$ cat config.mk
export PLATFORM = sky130hd
export DESIGN_NAME = three_rotor_substitution_cipher_flat
export DESIGN_NICKNAME = d
export VERILOG_FILES = /design/src/hdl/trsc_pkg.sv /design/src/hdl/trsc_in_if.sv /design/src/hdl/trsc_out_if.sv /design/src/hdl/trsc_cfg_if.sv /design/src/hdl/trsc_ram.sv /design/src/hdl/three_rotor_substitution_cipher.sv /design/src/flat_wrapper.sv
export SDC_FILE = /design/constraint.sdc
export NUM_CORES = 2
export LEC_CHECK = 0
export ABC_AREA = 1
export BUFFER_PORTS_ARGS = -buffer_cell sky130_fd_sc_hd__buf_4
export CAP_MARGIN = 20
export CORE_MARGIN = 4
export CORE_UTILIZATION = 45
export DETAILED_ROUTE_END_ITERATION = 12
export GPL_TIMING_DRIVEN = 0
export HOLD_SLACK_MARGIN = 0.03
export MAX_ROUTING_LAYER = met4
export PLACE_DENSITY = 0.69
export SLEW_MARGIN = 0
export SYNTH_ARGS = -nofsm -noshare
export SYNTH_HDL_FRONTEND = slang
export SYNTH_SLANG_ARGS = --single-unit
$ cat constraint.sdc
create_clock -name clk -period 4.6 [get_ports clk]
set_input_delay 0.46 -clock clk [delete_from_list [all_inputs] [get_ports clk]]
set_output_delay 0.46 -clock clk [all_outputs]
set_load 0.03 [all_outputs]
$ cat src/hdl/trsc_pkg.sv
// trsc_pkg: shared constants, codes and pipeline types of the three-rotor cipher
// used by the channel interfaces and by three_rotor_substitution_cipher
// no dependencies
package trsc_pkg;

  // alphabet size default and field widths
  localparam int SYMBOLS_DEF = 37;
  localparam int SYM_W       = 6;
  localparam int OP_W        = 2;
  localparam int WHEEL_W     = 2;
  localparam int CFG_IDX_W   = 2;
  localparam int POS_W       = 4;
  localparam int NUM_ROTORS  = 3;

  // item operation codes
  typedef enum logic [OP_W-1:0] {
    OP_LOAD = 2'd0,
    OP_ENC  = 2'd1,
    OP_DEC  = 2'd2
  } op_t;

  // wiring table select codes
  localparam logic [WHEEL_W-1:0] WHEEL_FIRST  = 2'd0;
  localparam logic [WHEEL_W-1:0] WHEEL_SECOND = 2'd1;
  localparam logic [WHEEL_W-1:0] WHEEL_THIRD  = 2'd2;

  // configuration register indexes
  localparam logic [CFG_IDX_W-1:0] CFG_START_FIRST  = 2'd0;
  localparam logic [CFG_IDX_W-1:0] CFG_START_SECOND = 2'd1;
  localparam logic [CFG_IDX_W-1:0] CFG_START_THIRD  = 2'd2;

  // stepping thresholds of the position counter
  localparam logic [POS_W-1:0] POS_STEP_THIRD  = 4'd5;
  localparam logic [POS_W-1:0] POS_STEP_SECOND = 4'd9;
  localparam logic [POS_W-1:0] POS_STEP_FIRST  = 4'd13;
  localparam logic [POS_W-1:0] POS_MAX         = 4'd15;

  // per-item control and data carried down the lookup pipeline
  typedef struct packed {
    logic               cipher;
    logic               dec;
    logic               bad;
    logic               ld;
    logic [WHEEL_W-1:0] wheel;
    logic [SYM_W-1:0]   entry;
    logic [SYM_W-1:0]   sym;
    logic [SYM_W-1:0]   off1;
    logic [SYM_W-1:0]   off2;
    logic [SYM_W-1:0]   off3;
  } pipe_t;

endpackage

$ cat src/hdl/trsc_in_if.sv
// trsc_in_if: input item channel (valid/ready plus item fields)
// depends on trsc_pkg
interface trsc_in_if;
  logic                          valid;
  logic                          ready;
  logic [trsc_pkg::OP_W-1:0]     op;
  logic [trsc_pkg::WHEEL_W-1:0]  wheel_select;
  logic [trsc_pkg::SYM_W-1:0]    entry_index;
  logic [trsc_pkg::SYM_W-1:0]    symbol;
  logic                          end_of_message;

  modport source (output valid, op, wheel_select, entry_index, symbol, end_of_message,
                  input ready);
  modport sink (input valid, op, wheel_select, entry_index, symbol, end_of_message,
                output ready);
endinterface

$ cat src/hdl/trsc_out_if.sv
// trsc_out_if: result item channel (valid/ready plus result fields)
// depends on trsc_pkg
interface trsc_out_if;
  logic                       valid;
  logic                       ready;
  logic [trsc_pkg::SYM_W-1:0] result_symbol;
  logic                       bad_symbol;

  modport source (output valid, result_symbol, bad_symbol, input ready);
  modport sink (input valid, result_symbol, bad_symbol, output ready);
endinterface

$ cat src/hdl/trsc_cfg_if.sv
// trsc_cfg_if: configuration write channel (valid/ready, register index, data)
// depends on trsc_pkg
interface trsc_cfg_if;
  logic                           valid;
  logic                           ready;
  logic [trsc_pkg::CFG_IDX_W-1:0] index;
  logic [trsc_pkg::SYM_W-1:0]     data;

  modport source (output valid, index, data, input ready);
  modport sink (input valid, index, data, output ready);
endinterface

$ cat src/hdl/trsc_ram.sv
// trsc_ram: generic simple dual-port ram, one write and one registered read port
// no dependencies
module trsc_ram #(
  parameter int WIDTH = 8,
  parameter int DEPTH = 16,
  localparam int AW = (DEPTH > 1) ? $clog2(DEPTH) : 1
) (
  input  logic             clk,
  input  logic             we,
  input  logic [AW-1:0]    waddr,
  input  logic [WIDTH-1:0] wdata,
  input  logic             re,
  input  logic [AW-1:0]    raddr,
  output logic [WIDTH-1:0] rdata
);

  logic [WIDTH-1:0] mem_r [DEPTH];
  logic [WIDTH-1:0] rdata_r;

  // write port and registered read port, read data holds while re is low
  always_ff @(posedge clk) begin
    if (we) begin
      mem_r[waddr] <= wdata;
    end
    if (re) begin
      rdata_r <= mem_r[raddr];
    end
  end

  assign rdata = rdata_r;

endmodule

$ cat src/hdl/three_rotor_substitution_cipher.sv
// three_rotor_substitution_cipher: top level of the rotor cipher
// depends on trsc_pkg, trsc_in_if, trsc_out_if, trsc_cfg_if, trsc_ram

// Takes one item per clock and keeps that rate as long as results are taken.
// A cipher item's result comes from a chain of registers: the three
// wiring lookups are chained registered reads of six small rams (forward and
// inverse table of each wheel), one lookup per pipeline stage, and a final
// output register. A load writes each table in the same stage where ciphers
// read it, so loads and ciphers take effect strictly in item order with no
// interlock. Loads and op 3 produce no result. The wiring tables come up
// undefined after reset and must be loaded before use; there is no clearing
// pass. Rotor offsets and the position counter live in flops and step as a
// cipher item with a good symbol is accepted. Start offsets may be written
// only while the block is idle; a write also reloads that rotor's offset.
module three_rotor_substitution_cipher #(
  parameter int SYMBOLS = trsc_pkg::SYMBOLS_DEF
) (
  input logic        clk,
  input logic        rst_n,
  trsc_in_if.sink    in_ch,
  trsc_out_if.source out_ch,
  trsc_cfg_if.sink   cfg_ch
);

  localparam int SYM_W  = trsc_pkg::SYM_W;
  localparam int POS_W  = trsc_pkg::POS_W;
  localparam int NROT   = trsc_pkg::NUM_ROTORS;
  localparam int ADDR_W = (SYMBOLS > 1) ? $clog2(SYMBOLS) : 1;
  localparam logic [SYM_W:0]   N_EXT = (SYM_W + 1)'(SYMBOLS);
  localparam logic [SYM_W-1:0] N_TOP = SYM_W'(SYMBOLS - 1);

  // modular helpers, operands already below SYMBOLS
  function automatic logic [SYM_W-1:0] add_mod(input logic [SYM_W-1:0] a,
                                               input logic [SYM_W-1:0] b);
    logic [SYM_W:0] s;
    s = {1'b0, a} + {1'b0, b};
    if (s >= N_EXT) s = s - N_EXT;
    return s[SYM_W-1:0];
  endfunction

  function automatic logic [SYM_W-1:0] sub_mod(input logic [SYM_W-1:0] a,
                                               input logic [SYM_W-1:0] b);
    logic [SYM_W:0] s;
    s = {1'b0, a} + N_EXT - {1'b0, b};
    if (s >= N_EXT) s = s - N_EXT;
    return s[SYM_W-1:0];
  endfunction

  function automatic logic [SYM_W-1:0] inc_mod(input logic [SYM_W-1:0] a);
    return (a == N_TOP) ? '0 : a + 1'b1;
  endfunction

  // key reduction table, raw 6-bit register value to value mod SYMBOLS
  logic [SYM_W-1:0] key_mod [2**SYM_W];
  for (genvar v = 0; v < 2**SYM_W; v++) begin : g_key_mod
    assign key_mod[v] = SYM_W'(v % SYMBOLS);
  end

  // state registers
  logic [SYM_W-1:0] key_r [NROT];
  logic [SYM_W-1:0] off_r [NROT];
  logic [SYM_W-1:0] off_nxt [NROT];
  logic [SYM_W-1:0] off_step [NROT];
  logic [POS_W-1:0] pos_r, pos_nxt;

  // pipeline registers
  logic                vb_r, vc_r, vd_r;
  trsc_pkg::pipe_t     pa, pb_r, pc_r, pd_r;
  logic                out_valid_r;
  logic [SYM_W-1:0]    out_sym_r;
  logic                out_bad_r;
  logic [SYM_W-1:0]    result;

  // handshake and decode
  logic en_a, en_b, en_c, en_d;
  logic in_accept, is_cipher, sym_bad, ld_ok, cfg_we;

  // ram ports
  logic [SYM_W-1:0]  fw0_q, fw1_q, fw2_q, inv0_q, inv1_q, inv2_q;
  logic [SYM_W-1:0]  fw0_ra, fw1_ra, fw2_ra, inv1_ra, inv0_ra;
  logic              fw0_we, fw1_we, fw2_we, inv0_we, inv1_we, inv2_we;

  // stage enables, a stage moves when the next one is empty or moving
  assign en_d = !out_valid_r || out_ch.ready;
  assign en_c = !vd_r || en_d;
  assign en_b = !vc_r || en_c;
  assign en_a = !vb_r || en_b;

  assign in_ch.ready = en_a;
  assign cfg_ch.ready = 1'b1;
  assign in_accept = in_ch.valid && en_a;
  assign cfg_we = cfg_ch.valid && (cfg_ch.index <= trsc_pkg::CFG_START_THIRD);

  // item decode
  assign is_cipher = (in_ch.op == trsc_pkg::OP_ENC) || (in_ch.op == trsc_pkg::OP_DEC);
  assign sym_bad   = ({1'b0, in_ch.symbol} >= N_EXT);
  assign ld_ok     = (in_ch.op == trsc_pkg::OP_LOAD)
                  && (in_ch.wheel_select <= trsc_pkg::WHEEL_THIRD)
                  && ({1'b0, in_ch.entry_index} < N_EXT) && !sym_bad;

  // rotor stepping ahead of the symbol
  assign off_step[2] = (pos_r >= trsc_pkg::POS_STEP_THIRD)  ? inc_mod(off_r[2]) : off_r[2];
  assign off_step[1] = (pos_r >= trsc_pkg::POS_STEP_SECOND) ? inc_mod(off_r[1]) : off_r[1];
  assign off_step[0] = (pos_r >= trsc_pkg::POS_STEP_FIRST)  ? inc_mod(off_r[0]) : off_r[0];

  // offset and position next state
  always_comb begin
    off_nxt = off_r;
    pos_nxt = pos_r;
    if (cfg_we) begin
      off_nxt[cfg_ch.index] = key_mod[cfg_ch.data];
    end
    if (in_accept && is_cipher) begin
      if (!sym_bad) begin
        off_nxt = off_step;
        if (pos_r != trsc_pkg::POS_MAX) begin
          pos_nxt = pos_r + 1'b1;
        end
      end
      if (in_ch.end_of_message) begin
        off_nxt = key_r;
        pos_nxt = '0;
      end
    end
  end

  // key, offset and position registers
  always_ff @(posedge clk) begin
    if (!rst_n) begin
      key_r <= '{default: '0};
      off_r <= '{default: '0};
      pos_r <= '0;
    end else begin
      if (cfg_we) begin
        key_r[cfg_ch.index] <= key_mod[cfg_ch.data];
      end
      off_r <= off_nxt;
      pos_r <= pos_nxt;
    end
  end

  // stage a item word
  always_comb begin
    pa.cipher = is_cipher;
    pa.dec    = (in_ch.op == trsc_pkg::OP_DEC);
    pa.bad    = sym_bad;
    pa.ld     = ld_ok;
    pa.wheel  = in_ch.wheel_select;
    pa.entry  = in_ch.entry_index;
    pa.sym    = in_ch.symbol;
    pa.off1   = off_step[0];
    pa.off2   = off_step[1];
    pa.off3   = off_step[2];
  end

  // stage a: first lookup (forward wheel one, inverse wheel three)
  assign fw0_ra = sub_mod(in_ch.symbol, off_step[0]);
  assign fw0_we = in_accept && ld_ok && (in_ch.wheel_select == trsc_pkg::WHEEL_FIRST);
  assign inv2_we = in_accept && ld_ok && (in_ch.wheel_select == trsc_pkg::WHEEL_THIRD);

  trsc_ram #(.WIDTH(SYM_W), .DEPTH(SYMBOLS)) u_fw0 (
    .clk(clk), .we(fw0_we), .waddr(in_ch.entry_index[ADDR_W-1:0]), .wdata(in_ch.symbol),
    .re(en_a), .raddr(fw0_ra[ADDR_W-1:0]), .rdata(fw0_q)
  );

  trsc_ram #(.WIDTH(SYM_W), .DEPTH(SYMBOLS)) u_inv2 (
    .clk(clk), .we(inv2_we), .waddr(in_ch.symbol[ADDR_W-1:0]), .wdata(in_ch.entry_index),
    .re(en_a), .raddr(in_ch.symbol[ADDR_W-1:0]), .rdata(inv2_q)
  );

  // stage b: second lookup (forward wheel two, inverse wheel two)
  assign fw1_ra  = sub_mod(fw0_q, pb_r.off2);
  assign inv1_ra = add_mod(inv2_q, pb_r.off3);
  assign fw1_we  = en_b && vb_r && pb_r.ld && (pb_r.wheel == trsc_pkg::WHEEL_SECOND);
  assign inv1_we = fw1_we;

  trsc_ram #(.WIDTH(SYM_W), .DEPTH(SYMBOLS)) u_fw1 (
    .clk(clk), .we(fw1_we), .waddr(pb_r.entry[ADDR_W-1:0]), .wdata(pb_r.sym),
    .re(en_b), .raddr(fw1_ra[ADDR_W-1:0]), .rdata(fw1_q)
  );

  trsc_ram #(.WIDTH(SYM_W), .DEPTH(SYMBOLS)) u_inv1 (
    .clk(clk), .we(inv1_we), .waddr(pb_r.sym[ADDR_W-1:0]), .wdata(pb_r.entry),
    .re(en_b), .raddr(inv1_ra[ADDR_W-1:0]), .rdata(inv1_q)
  );

  // stage c: third lookup (forward wheel three, inverse wheel one)
  assign fw2_ra  = sub_mod(fw1_q, pc_r.off3);
  assign inv0_ra = add_mod(inv1_q, pc_r.off2);
  assign fw2_we  = en_c && vc_r && pc_r.ld && (pc_r.wheel == trsc_pkg::WHEEL_THIRD);
  assign inv0_we = en_c && vc_r && pc_r.ld && (pc_r.wheel == trsc_pkg::WHEEL_FIRST);

  trsc_ram #(.WIDTH(SYM_W), .DEPTH(SYMBOLS)) u_fw2 (
    .clk(clk), .we(fw2_we), .waddr(pc_r.entry[ADDR_W-1:0]), .wdata(pc_r.sym),
    .re(en_c), .raddr(fw2_ra[ADDR_W-1:0]), .rdata(fw2_q)
  );

  trsc_ram #(.WIDTH(SYM_W), .DEPTH(SYMBOLS)) u_inv0 (
    .clk(clk), .we(inv0_we), .waddr(pc_r.sym[ADDR_W-1:0]), .wdata(pc_r.entry),
    .re(en_c), .raddr(inv0_ra[ADDR_W-1:0]), .rdata(inv0_q)
  );

  // stage d: final offset for decrypt, zero for a bad symbol
  always_comb begin
    if (pd_r.bad) begin
      result = '0;
    end else if (pd_r.dec) begin
      result = add_mod(inv0_q, pd_r.off1);
    end else begin
      result = fw2_q;
    end
  end

  // stage valid bits
  always_ff @(posedge clk) begin
    if (!rst_n) begin
      vb_r        <= 1'b0;
      vc_r        <= 1'b0;
      vd_r        <= 1'b0;
      out_valid_r <= 1'b0;
    end else begin
      if (en_a) vb_r <= in_accept && (is_cipher || ld_ok);
      if (en_b) vc_r <= vb_r;
      if (en_c) vd_r <= vc_r && pc_r.cipher;
      if (en_d) out_valid_r <= vd_r;
    end
  end

  // stage payloads
  always_ff @(posedge clk) begin
    if (en_a) pb_r <= pa;
    if (en_b) pc_r <= pb_r;
    if (en_c) pd_r <= pc_r;
    if (en_d) begin
      out_sym_r <= result;
      out_bad_r <= pd_r.bad;
    end
  end

  assign out_ch.valid         = out_valid_r;
  assign out_ch.result_symbol = out_sym_r;
  assign out_ch.bad_symbol    = out_bad_r;

endmodule
$ cat src/flat_wrapper.sv
// flat-port wrapper written by rule: the top's interface ports become plain ports
module three_rotor_substitution_cipher_flat 
#(
  parameter int SYMBOLS = trsc_pkg::SYMBOLS_DEF
)
  (clk, rst_n, in_ch_valid, in_ch_op, in_ch_wheel_select, in_ch_entry_index, in_ch_symbol, in_ch_end_of_message, in_ch_ready, out_ch_valid, out_ch_result_symbol, out_ch_bad_symbol, out_ch_ready, cfg_ch_valid, cfg_ch_index, cfg_ch_data, cfg_ch_ready);
  trsc_in_if in_ch_i ();
  trsc_out_if out_ch_i ();
  trsc_cfg_if cfg_ch_i ();
  input logic clk;
  input logic rst_n;
  input wire logic [$bits(in_ch_i.valid)-1:0] in_ch_valid;
  input wire logic [$bits(in_ch_i.op)-1:0] in_ch_op;
  input wire logic [$bits(in_ch_i.wheel_select)-1:0] in_ch_wheel_select;
  input wire logic [$bits(in_ch_i.entry_index)-1:0] in_ch_entry_index;
  input wire logic [$bits(in_ch_i.symbol)-1:0] in_ch_symbol;
  input wire logic [$bits(in_ch_i.end_of_message)-1:0] in_ch_end_of_message;
  output wire logic [$bits(in_ch_i.ready)-1:0] in_ch_ready;
  output wire logic [$bits(out_ch_i.valid)-1:0] out_ch_valid;
  output wire logic [$bits(out_ch_i.result_symbol)-1:0] out_ch_result_symbol;
  output wire logic [$bits(out_ch_i.bad_symbol)-1:0] out_ch_bad_symbol;
  input wire logic [$bits(out_ch_i.ready)-1:0] out_ch_ready;
  input wire logic [$bits(cfg_ch_i.valid)-1:0] cfg_ch_valid;
  input wire logic [$bits(cfg_ch_i.index)-1:0] cfg_ch_index;
  input wire logic [$bits(cfg_ch_i.data)-1:0] cfg_ch_data;
  output wire logic [$bits(cfg_ch_i.ready)-1:0] cfg_ch_ready;
  assign in_ch_i.valid = in_ch_valid;
  assign in_ch_i.op = in_ch_op;
  assign in_ch_i.wheel_select = in_ch_wheel_select;
  assign in_ch_i.entry_index = in_ch_entry_index;
  assign in_ch_i.symbol = in_ch_symbol;
  assign in_ch_i.end_of_message = in_ch_end_of_message;
  assign in_ch_ready = in_ch_i.ready;
  assign out_ch_valid = out_ch_i.valid;
  assign out_ch_result_symbol = out_ch_i.result_symbol;
  assign out_ch_bad_symbol = out_ch_i.bad_symbol;
  assign out_ch_i.ready = out_ch_ready;
  assign cfg_ch_i.valid = cfg_ch_valid;
  assign cfg_ch_i.index = cfg_ch_index;
  assign cfg_ch_i.data = cfg_ch_data;
  assign cfg_ch_ready = cfg_ch_i.ready;
  three_rotor_substitution_cipher #(.SYMBOLS(SYMBOLS)) u_core (.clk(clk), .rst_n(rst_n), .in_ch(in_ch_i), .out_ch(out_ch_i), .cfg_ch(cfg_ch_i));
endmodule
==> impl_metrics.ini <==
[worst_setup_path]
end_kind = flop
startpoint_type = flop
timing.rr.start = u_core.pos_r[0]
crit_fanout = 10
slowest_stage = fa_2
crit_arrival_ns = 5.01
critical_path_class = flop to flop
cp.required_ns = 5.13
r2r_cells = 28
cpPeakStageDelay_ns = 0.42
startpoint = u_core.pos_r[0]

[placement]
gp_congestion = 0.975
dpl.hpwl_um = 119000
port_buffers = 36
dp.cells = 8118

[grt]
grt_max_degree = 52
grt_pass1_wl_um = 261000
overflow = 0
antenna_found_initial = 4
grt_usage = 0.230
grt_pass1_vias = 44000

[synth]
avgSynthCellArea_um2 = 10.8
synth_area_leaders = edfxtp_1 (66%), nand2_1 (7.5%), nand3_1 (7.1%)
yosysTopAreaCellShare = 0.660
synth_ff_type = edfxtp_1
async_flop_share = 0
ys_seq_elements = 1499
ys_warn_count = 0
synthCells = 6120
yosysSeqAreaShare = 0.673
synth_edf_count = 1455
synth_nets = 6236
synth_largest_area_cell = edfxtp_1
syn-cell-area_mm2 = 0.0662
ys_types = 52

[die]
start_util = 0.454
row_count = 140
die_x_um = 392
num_io_pins = 40
fp.coreArea_mm2 = 0.146
die_y_um = 392
die_area_mm2 = 0.153

[sta]
slew_headroom = 0.316
worst_slew_pin_slew_ns = 1.03
finalCritPeriodShare = 0.973
setup_viol = 0
min_period_ns = 4.48
clock.fmax_mhz = 223
rsz0062_at_grt = true
fin_skew_ns = 0.0434
hold_viol = 0
slew_viol_final = 0
hold_slack_ns = 0.0828
tns_ns = 0

[route]
finalWirelength_um = 174000
via_per_inst = 5.45
drc = 0
first_iter_violations = 5377
wl_per_cell_um = 20.7
firstDrtPassIters = 6
num_vias = 45900
postRouteAntennaNets = 0

[clock_tree]
clkSinkCount = 1499
cts_buffer_depth = 3
clk_pin_slew_worst_paths_ns = 0.06
h-tree-depth = 4
clock_latency_ns = 0.81
numCtsBuffers = 156
cts_tree = built
clockRootBuffer = clkbuf_16

[hold_path]
hp-start = in_ch_symbol[2]
hold_depth = 1
hp-class = input pin to flop

[layout]
layout.nets = 6496
final_cell_mix = edfxtp_1 (1455), nand2_1 (1315), nand3_1 (904), inv_1 (884), nor2_1 (414)
syn_to_final_growth_pct = 14.5
final_common_cell = edfxtp_1
final_cells = 8428
fin_util = 0.520
drive_gt1_frac = 0.0973

[outcome]
outcome = finished clean

[run]
max_cap_viol_count = 0
[cells by family after synthesis]
| group | synth area share |
|---|---|
| flip-flops | 0.673 |
| AND/OR/NAND/NOR | 0.180 |
| buffers and inverters | 0.0721 |
| adder cells (fa/ha/maj) | 0.0169 |
| AO/OA/AOI/OAI | 0.0525 |
| other | 0.0000566 |
| XOR/XNOR | 0.00514 |
[per-layer routing]
layer  part of all wire  track usage  vias to the layer above  routed length, µm
li1                   -            -                    21400                  -
met1               0.42        0.316                    22000              73500
met2               0.47        0.359                     2178              81300
met3              0.085       0.0344                      344              14700
met4              0.026       0.0668                        0               4610
met5                  0            -                        -                  0
[Yosys cell counts, types with 7 or more instances]
cell / n
buf_6: 16
nand2_1: 1325
xnor2_1: 10
edfxtp_1: 1455
buf_1: 10
nand4_1: 24
o22ai_1: 26
inv_2: 11
nand3_1: 933
nor2_1: 418
ha_1: 80
a21oi_1: 87
o21ai_1: 18
xor2_2: 7
nand2_4: 7
a31oi_1: 9
a221oi_1: 31
inv_1: 887
o211ai_1: 106
buf_4: 34
nand2_2: 14
xor2_1: 14
nor3b_1: 7
buf_2: 129
nor3_1: 26
o21bai_1: 40
clkbuf_1: 75
o21ai_0: 220
dfxtp_1: 44
[state kept, by name, summed over array words and instances, names as in the netlist, 8 cells and up]
| register | cells |
|---|---|
| u_core.u_inv0.mem_r | 222 |
| u_core.pc_r | 36 |
| u_core.u_inv1.mem_r | 222 |
| u_core.off_r | 18 |
| u_core.pd_r | 8 |
| u_core.pb_r | 36 |
| u_core.u_fw0.mem_r | 222 |
| u_core.key_r | 18 |
| u_core.u_inv2.mem_r | 222 |
| u_core.u_fw2.mem_r | 222 |
| u_core.u_fw1.mem_r | 222 |
[path summary, 6_finish.rpt]
kind,endpoint,slack [ns]
max,u_core.u_fw0.rdata[5],0.12
min,u_core.u_fw0.mem_r[22][2],0.08
max reg2reg,u_core.u_fw0.rdata[5],0.12
min reg2reg,u_core.pd_r[17],0.42
[area by class of cell]
type / count / area [µm²]
Clock buffer: 204 / 4150
Tap cell: 1917 / 2400
Sequential cell: 1499 / 44600
Antenna cell: 4 / 10.0
Inverter: 899 / 3380
Buffer: 263 / 1590
Multi-Input combinational cell: 3459 / 17300
Fill cell: 12500 / 70100
Timing Repair Buffer: 102 / 1670
Clock inverter: 81 / 812
[metrics by stage]
step | worst slack, ns | area, µm²
after global routing | -0.0759 | 75800
after CTS | 0.00444 | 75300
after global placement | -1.48 | 68900
after floorplan | 0.537 | 66200
after detailed placement | -1.50 | 70000
final | 0.122 | 75800
[critical path: cells and delay by family (launching register included)]
family | cells | cell delay (ns)
compound gates | 3 | 0.43
simple gates | 16 | 1.68
flops | 1 | 0.34
fa+ha+maj | 3 | 0.93
buf+inv | 5 | 0.64
xor+xnor | 1 | 0.16
[repair_timing]
item                                   CTS  global route
cloned                                   0             4
setup endpoints to repair               14            12
endpoints found under the hold margin    5             0
hold buffers                             4             0
buffers inserted                         7             7
resized for setup                       55           117
pin swaps                                8            16
Power is left out: the tool's default activity adds up to more than one toggle a clock period on the data nets, which glitch-free logic cannot reach.
